--- config.mk ---
export PLATFORM = sky130hd
export DESIGN_NAME = utf8_stream_decoder_top
export DESIGN_NICKNAME = d
export VERILOG_FILES = /design/src/design/utf8d_pkg.sv /design/src/design/utf8_stream_decoder_top.sv
export SDC_FILE = /design/constraint.sdc
export NUM_CORES = 1
export LEC_CHECK = 0
export ABC_AREA = 1
export BUFFER_PORTS_ARGS = -buffer_cell sky130_fd_sc_hd__buf_4
export CAP_MARGIN = 20
export CORE_MARGIN = 2
export CORE_UTILIZATION = 67
export DETAILED_ROUTE_END_ITERATION = 8
export PLACE_DENSITY_LB_ADDON = 0.1
export REMOVE_ABC_BUFFERS = 1
export SLEW_MARGIN = 20
export SYNTH_ARGS = -nofsm -noshare
export SYNTH_HDL_FRONTEND = slang
export SYNTH_SLANG_ARGS = --single-unit
export TNS_END_PERCENT = 10
--- constraint.sdc ---
create_clock -name clk -period 13.9 [get_ports clk]
set_clock_uncertainty 0.1 [all_clocks]
set_input_delay 2.085 -clock clk [delete_from_list [all_inputs] [get_ports clk]]
set_output_delay 2.085 -clock clk [all_outputs]
set_load 0.02 [all_outputs]
--- src/design/utf8d_pkg.sv ---
`timescale 1ns / 1ps
// ----------------------------------------------------------------------------
// utf8d_pkg
// types, constants and the front-of-queue decode shared by the utf8 decoder
// ----------------------------------------------------------------------------
package utf8d_pkg;

    localparam longint unsigned MAX_TEXT_BYTES_DEF = 64'd65536;

    localparam logic [20:0] REPL_CP    = 21'h00FFFD;
    localparam logic [7:0]  ASCII_LIM  = 8'h80;
    localparam logic [7:0]  LEAD2_MASK = 8'hE0;
    localparam logic [7:0]  LEAD2_VAL  = 8'hC0;
    localparam logic [7:0]  LEAD3_MASK = 8'hF0;
    localparam logic [7:0]  LEAD3_VAL  = 8'hE0;
    localparam logic [7:0]  LEAD4_MASK = 8'hF8;
    localparam logic [7:0]  LEAD4_VAL  = 8'hF0;
    localparam logic [7:0]  CONT_MASK  = 8'hC0;
    localparam logic [7:0]  CONT_VAL   = 8'h80;

    typedef logic [3:0][7:0] byte_q_t;

    typedef struct packed {
        logic        emit;
        logic        rep;
        logic [20:0] cp;
        logic [2:0]  used;
    } dec_t;

    function automatic dec_t decode_front(input byte_q_t q, input logic [2:0] n,
                                          input logic fin);
        dec_t       d;
        logic [7:0] b0;
        logic [1:0] extra;
        logic       lead_ok;
        logic       cont_bad;
        logic [2:0] avail;
        d        = '0;
        d.used   = 3'd1;
        b0       = q[0];
        extra    = 2'd0;
        lead_ok  = 1'b1;
        cont_bad = 1'b0;
        avail    = (n == 3'd0) ? 3'd0 : n - 3'd1;
        priority if (b0 < ASCII_LIM)
            extra = 2'd0;
        else if ((b0 & LEAD2_MASK) == LEAD2_VAL)
            extra = 2'd1;
        else if ((b0 & LEAD3_MASK) == LEAD3_VAL)
            extra = 2'd2;
        else if ((b0 & LEAD4_MASK) == LEAD4_VAL)
            extra = 2'd3;
        else
            lead_ok = 1'b0;
        for (int k = 1; k < 4; k++)
        begin
            if (3'(k) <= {1'b0, extra} && 3'(k) <= avail
                && (q[k] & CONT_MASK) != CONT_VAL)
                cont_bad = 1'b1;
        end
        if (n == 3'd0)
        begin
            d.emit = 1'b0;
        end
        else if (!lead_ok || cont_bad)
        begin
            d.emit = 1'b1;
            d.rep  = 1'b1;
            d.cp   = REPL_CP;
        end
        else if (avail >= {1'b0, extra})
        begin
            d.emit = 1'b1;
            d.used = {1'b0, extra} + 3'd1;
            unique case (extra)
                2'd0: d.cp = {13'd0, b0};
                2'd1: d.cp = {10'd0, b0[4:0], q[1][5:0]};
                2'd2: d.cp = {5'd0, b0[3:0], q[1][5:0], q[2][5:0]};
                2'd3: d.cp = {b0[2:0], q[1][5:0], q[2][5:0], q[3][5:0]};
                default: d.cp = REPL_CP;
            endcase
        end
        else if (fin)
        begin
            d.emit = 1'b1;
            d.rep  = 1'b1;
            d.cp   = REPL_CP;
        end
        else
        begin
            d.emit = 1'b0;
        end
        return d;
    endfunction

endpackage

--- src/design/utf8_stream_decoder_top.sv ---
`timescale 1ns / 1ps
// ----------------------------------------------------------------------------
// utf8_stream_decoder_top
// streaming utf8 decoder: bytes in, code points with start offsets out
//
// input channel: in_valid / in_stall with byte_value and final_byte, one
// text byte per transfer, final_byte on the last byte of a text.
// output channel: out_valid / out_stall with code_point, start_offset,
// replaced, run_last and text_last, one code point per transfer.
// a byte goes through an input register and the decode logic into the
// output register; throughput one byte per cycle while in_stall is low.
// a byte that releases several code points (replay after a malformed
// sequence, or a flush on the final byte) holds the decode stage until
// all are out, one result per cycle from the single output register
// while out_stall is low; in_stall is raised while they are released.
// when out_stall is high the output register holds and at most one more
// byte is taken into the input register before in_stall rises.
// reset clears the held bytes, the byte offset and both valid flags; the
// block is ready to take a byte as soon as reset is released.
// ----------------------------------------------------------------------------
module utf8_stream_decoder_top #(
    parameter longint unsigned MAX_TEXT_BYTES = utf8d_pkg::MAX_TEXT_BYTES_DEF
) (
    input  logic        clk,
    input  logic        rst_n,
    input  logic        in_valid,
    output logic        in_stall,
    input  logic [7:0]  byte_value,
    input  logic        final_byte,
    output logic        out_valid,
    input  logic        out_stall,
    output logic [20:0] code_point,
    output logic [15:0] start_offset,
    output logic        replaced,
    output logic        run_last,
    output logic        text_last
);

    localparam logic [15:0] CNT_CAP = (MAX_TEXT_BYTES - 64'd1 < 64'd65535)
                                      ? 16'(MAX_TEXT_BYTES - 64'd1) : 16'hFFFF;

    logic                  in_valid_reg, in_valid_next;
    logic [7:0]            in_byte_reg;
    logic                  in_fin_reg;

    logic                  busy_reg, busy_next;
    logic                  busy_fin_reg, busy_fin_next;
    logic [2:0][7:0]       hq_reg, hq_next;
    logic [2:0][15:0]      hoff_reg, hoff_next;
    logic [1:0]            hcnt_reg, hcnt_next;
    logic [15:0]           cnt_reg, cnt_next;

    logic                  out_valid_reg, out_valid_next;
    logic [20:0]           cp_reg, cp_next;
    logic [15:0]           off_reg, off_next;
    logic                  rep_reg, rep_next;
    logic                  run_last_reg, run_last_next;
    logic                  text_last_reg, text_last_next;

    utf8d_pkg::byte_q_t    cq;
    logic [3:0][15:0]      coff;
    logic [2:0]            cn;
    logic                  cfin;
    logic                  have;
    logic                  fire;
    utf8d_pkg::dec_t       d;
    utf8d_pkg::dec_t       d2;
    utf8d_pkg::byte_q_t    rq;
    logic [2:0][15:0]      roff;
    logic [2:0]            rn;
    logic                  cont;

    // queue in front of the decoder
    always_comb
    begin
        logic [1:0] back;
        cq   = '0;
        coff = '0;
        cn   = 3'd0;
        cfin = 1'b0;
        have = 1'b0;
        back = 2'd0;
        if (busy_reg)
        begin
            for (int i = 0; i < 3; i++)
            begin
                cq[i]   = hq_reg[i];
                coff[i] = hoff_reg[i];
            end
            cn   = {1'b0, hcnt_reg};
            cfin = busy_fin_reg;
            have = 1'b1;
        end
        else
        begin
            for (int i = 0; i < 3; i++)
            begin
                if (2'(i) < hcnt_reg)
                begin
                    back    = hcnt_reg - 2'(i);
                    cq[i]   = hq_reg[i];
                    coff[i] = (cnt_reg >= {14'd0, back}) ? cnt_reg - {14'd0, back} : 16'd0;
                end
            end
            cq[hcnt_reg]   = in_byte_reg;
            coff[hcnt_reg] = cnt_reg;
            cn   = {1'b0, hcnt_reg} + 3'd1;
            cfin = in_fin_reg;
            have = in_valid_reg;
        end
    end

    assign fire = have && (!out_valid_reg || !out_stall);
    assign d    = utf8d_pkg::decode_front(cq, cn, cfin);

    // queue after the front code point is taken
    always_comb
    begin
        logic [2:0] j;
        rq   = '0;
        roff = '0;
        j    = 3'd0;
        for (int i = 0; i < 3; i++)
        begin
            j = 3'(i) + d.used;
            if (j < 3'd4)
            begin
                rq[i]   = cq[j[1:0]];
                roff[i] = coff[j[1:0]];
            end
        end
        rn = (cn >= d.used) ? cn - d.used : 3'd0;
    end

    assign d2   = utf8d_pkg::decode_front(rq, rn, cfin);
    assign cont = d.emit && d2.emit;

    assign in_stall = in_valid_reg && !(fire && !busy_reg);

    always_comb
    begin
        in_valid_next  = in_stall ? in_valid_reg : in_valid;
        busy_next      = busy_reg;
        busy_fin_next  = busy_fin_reg;
        hq_next        = hq_reg;
        hoff_next      = hoff_reg;
        hcnt_next      = hcnt_reg;
        cnt_next       = cnt_reg;
        out_valid_next = out_valid_reg && out_stall;
        cp_next        = cp_reg;
        off_next       = off_reg;
        rep_next       = rep_reg;
        run_last_next  = run_last_reg;
        text_last_next = text_last_reg;
        if (fire)
        begin
            if (!busy_reg && cnt_reg < CNT_CAP)
                cnt_next = cnt_reg + 16'd1;
            if (d.emit)
            begin
                out_valid_next = 1'b1;
                cp_next        = d.cp;
                off_next       = coff[0];
                rep_next       = d.rep;
                run_last_next  = !cont;
                text_last_next = !cont && cfin;
                hq_next        = rq[2:0];
                hoff_next      = roff;
                hcnt_next      = rn[1:0];
                busy_next      = cont;
                busy_fin_next  = cfin;
                if (!cont && cfin)
                begin
                    hcnt_next = 2'd0;
                    cnt_next  = 16'd0;
                end
            end
            else
            begin
                // unfinished sequence stays held
                hq_next   = cq[2:0];
                hcnt_next = cn[1:0];
                busy_next = 1'b0;
            end
        end
    end

    always_ff @(posedge clk or negedge rst_n)
    begin
        if (!rst_n)
        begin
            in_valid_reg  <= 1'b0;
            busy_reg      <= 1'b0;
            busy_fin_reg  <= 1'b0;
            hcnt_reg      <= 2'd0;
            cnt_reg       <= 16'd0;
            out_valid_reg <= 1'b0;
        end
        else
        begin
            in_valid_reg  <= in_valid_next;
            busy_reg      <= busy_next;
            busy_fin_reg  <= busy_fin_next;
            hcnt_reg      <= hcnt_next;
            cnt_reg       <= cnt_next;
            out_valid_reg <= out_valid_next;
        end
    end

    always_ff @(posedge clk)
    begin
        if (in_valid && !in_stall)
        begin
            in_byte_reg <= byte_value;
            in_fin_reg  <= final_byte;
        end
        hq_reg        <= hq_next;
        hoff_reg      <= hoff_next;
        cp_reg        <= cp_next;
        off_reg       <= off_next;
        rep_reg       <= rep_next;
        run_last_reg  <= run_last_next;
        text_last_reg <= text_last_next;
    end

    assign out_valid    = out_valid_reg;
    assign code_point   = cp_reg;
    assign start_offset = off_reg;
    assign replaced     = rep_reg;
    assign run_last     = run_last_reg;
    assign text_last    = text_last_reg;

endmodule
==> implementation parameters <==
Parameter                              Value

STA
  Number of max-slew violations in the final report    0
  Ratio of final minimum period to clock period    53.84%
  Setup repair after global routing missed its margin    no
  Worst relative slew slack    25.05%
  Setup-violating endpoint count in the final report    0
  Slew at the pin closest to its max-slew limit    1.120 ns
  Total negative slack for setup checks    0 ns
  Min Clock Period, post-route    7.484 ns
  Hold Violations, Final    0
  Highest attainable clock frequency    133.6 MHz

Setup path
  Arrival @ worst endpoint    7.71 ns
  Data required time of the critical path    14.12 ns
  Setup slack of the most critical reg-to-reg path    6.42 ns
  Worst setup path category    reg -> reg
  Critical Path Sink Type    flop
  Most frequent cell on the critical path    nand2_1
  Critical-path maximum fanout    59
  Crit start category    flop
  Worst reg2reg path endpoint    cnt_reg[8]
  R2r worst-path depth    36
  Startpoint of the worst setup timing path    busy_reg
  Cell with the largest stage delay on the worst path    nand3_2
  Stage delay of the slowest cell on the critical path    0.75 ns
  Worst flop-to-flop path startpoint    busy_reg
  Destination of the critical timing path    cnt_reg[8]

CTS
  CTS resizes    0
  Clock transition time at the flip-flop clock pins of the worst setup and hold paths    0.06 ns
  Clock root buffer    clkbuf_16
  Clock latency on the worst-skew pair    0.43 ns
  Level count of the clock H-tree    4
  Number of buffers created by CTS    17
  Number of buffers inserted by hold repair at cts    0
  Sinks on the clock net    143
  Bufs on Longest Clock Path    2
  CTS tree    built
  Post-CTS Repair Setup Buffers    0

Synthesis
  Synthesized flop and latch total    143
  Post-synthesis sequential area ratio    42.39%
  Post-synthesis async set-or-reset flop share    15.38%
  Warning count from the yosys run    0
  Post-synth cell types    51
  Cell Area, Synth    9869 um^2
  Gate Count Post-Synth    1,249
  Most used flip-flop cell after synthesis    edfxtp_1
  EDFF count, synth    121
  Mean Syn Cell Area    7.902 um^2

Layout
  Commonest cells after routing, fill and taps aside    nand2_1, inv_1, nor2_1, o21ai_0, edfxtp_1
  Flip-flop count of the largest register after layout    48
  Nets    1,302
  Layout cell share with drive strength beyond 1    11.20%
  Diode insertion count for antenna repair    0
  Signed area change from the synthesized netlist to the final layout    11.22%
  Most common cell after layout, fill and taps aside    nand2_1

Hold path
  Class of the most critical hold timing path    reg -> reg

Drt
  Via total after detailed routing    9,582
  Routed wirelength normalized by instance count    20.09 um
  Detailed-routing iteration count for the pre-antenna-repair pass    6
  Count of nets left with antenna violations after detail routing    0
  Total Wirelength    29,360 um
  Remaining DRCs    0
  Drt first-iter violations    1,554
  Number of vias per cell after detailed routing    6.559

Run
  Maximum Capacitance Violations    0

GRT
  Maximum number of pins on one net before global-route repair    115
  Global route overflow    0
  Met2 capacity usage during global routing    55.12%
  Wire length of the first global-routing pass    46,130 um
  Global-route total usage across every layer    37.27%
  Global-route layer with the greatest usage    met2
  Antenna violations before repair    0
  Via count of the first global-routing pass    8,869
  M1 GR Usage    53.18%
  Met3 routing resource usage after global routing    8.430%

Floorplanning
  Overall die width    125.4 um
  Placeable core area    14,480 um^2
  Die area    15,720 um^2
  Top-level I/O count    55
  Floorplan row count    44
  Starting Density    68.16%
  Vertical die dimension    125.4 um

Placed design
  HPWL reported at the end of detailed placement    19,170 um
  Final GP Congestion    1.050
  Input/output buffers    54

Outcome
  Status    finished clean
[worst max-delay path, delay by kind of cell, from the launching register on]
family	cells	cell delay [ns]
AND/OR/NAND/NOR	20	3.33
buffers and inverters	10	1.75
adder cells (fa/ha/maj)	4	1.28
AO/OA/AOI/OAI	2	0.50
flip-flops	1	0.34
[how the worst min path moves through the flow]
stage | startpoint | endpoint | slack [ns] | depth (start not counted)
finish | out_valid | out_valid | 0.44 | 2
global route | out_valid | out_valid | 0.46 | 2
CTS | out_valid | out_valid | 0.43 | 2
detailed placement | out_valid | out_valid | 0.40 | 2
global placement | out_valid | out_valid | 0.42 | 2
floorplan | in_valid_reg | in_valid_reg | 0.40 | 2
[area by class of cell]
| cell class | instances | area, um^2 |
|---|---|---|
| Inverter | 162 | 609.3 |
| Multi-Input combinational cell | 878 | 4797 |
| Sequential cell | 143 | 4185 |
| Fill cell | 1085 | 3502 |
| Clock inverter | 14 | 260.3 |
| Timing Repair Buffer | 62 | 465.4 |
| Tap cell | 184 | 230.2 |
| Clock buffer | 18 | 429.2 |
[metrics by stage]
stage          setup WS (ns)  util [%]  hold WS (ns)  area [um^2]  std cells
2_1_floorplan          5.839         -        0.4026         9578       1183
3_3_place_gp           6.888     71.05        0.4157        10290       1429
3_5_place_dp           6.666     71.05        0.3971        10290       1429
4_1_cts                6.627     75.81        0.4319        10980       1461
5_1_grt                5.893     75.81        0.4589        10980       1461
6_report               6.416     75.81        0.4382        10980       1461
[synth_stat cells (all sizes together) (22+ instances only)]
master | instances | area [um^2]
nand2 | 278 | 1126
inv | 151 | 566.8
nor2 | 131 | 530.5
o21ai | 129 | 656.9
edfxtp | 121 | 3633
a21oi | 76 | 384.1
clkbuf | 54 | 202.7
xor2 | 48 | 420.4
nand3 | 41 | 232.7
o22ai | 34 | 212.7
a221oi | 22 | 192.7
dfrtp | 22 | 550.5
[per-layer routing]
| metal | wire, um | up-vias |
|---|---|---|
| met2 | 12900 | 809 |
| met3 | 3790 | 112 |
| met4 | 1020 | 0 |
| met1 | 11650 | 4360 |
| met5 | 0 | - |
| li1 | - | 4301 |
[kinds of logic (layout without fill, tap and decap cells)]
logic type                 count (synthesis)  in the layout  synth area share [%]
AOI/OAI and AO/OA                        319            319                 19.40
buffers and inverters                    228            256                 9.128
adders and majority gates                 25             25                 3.474
xor gates and xnor gates                  50             50                 4.437
and+or+nand+nor                          483            483                 21.07
DFF                                      143            143                 42.39
muxes                                      1              1                0.1014
Power is not shown: default switching activity piles up to over one toggle a cycle in this logic, so the estimate is an artifact.
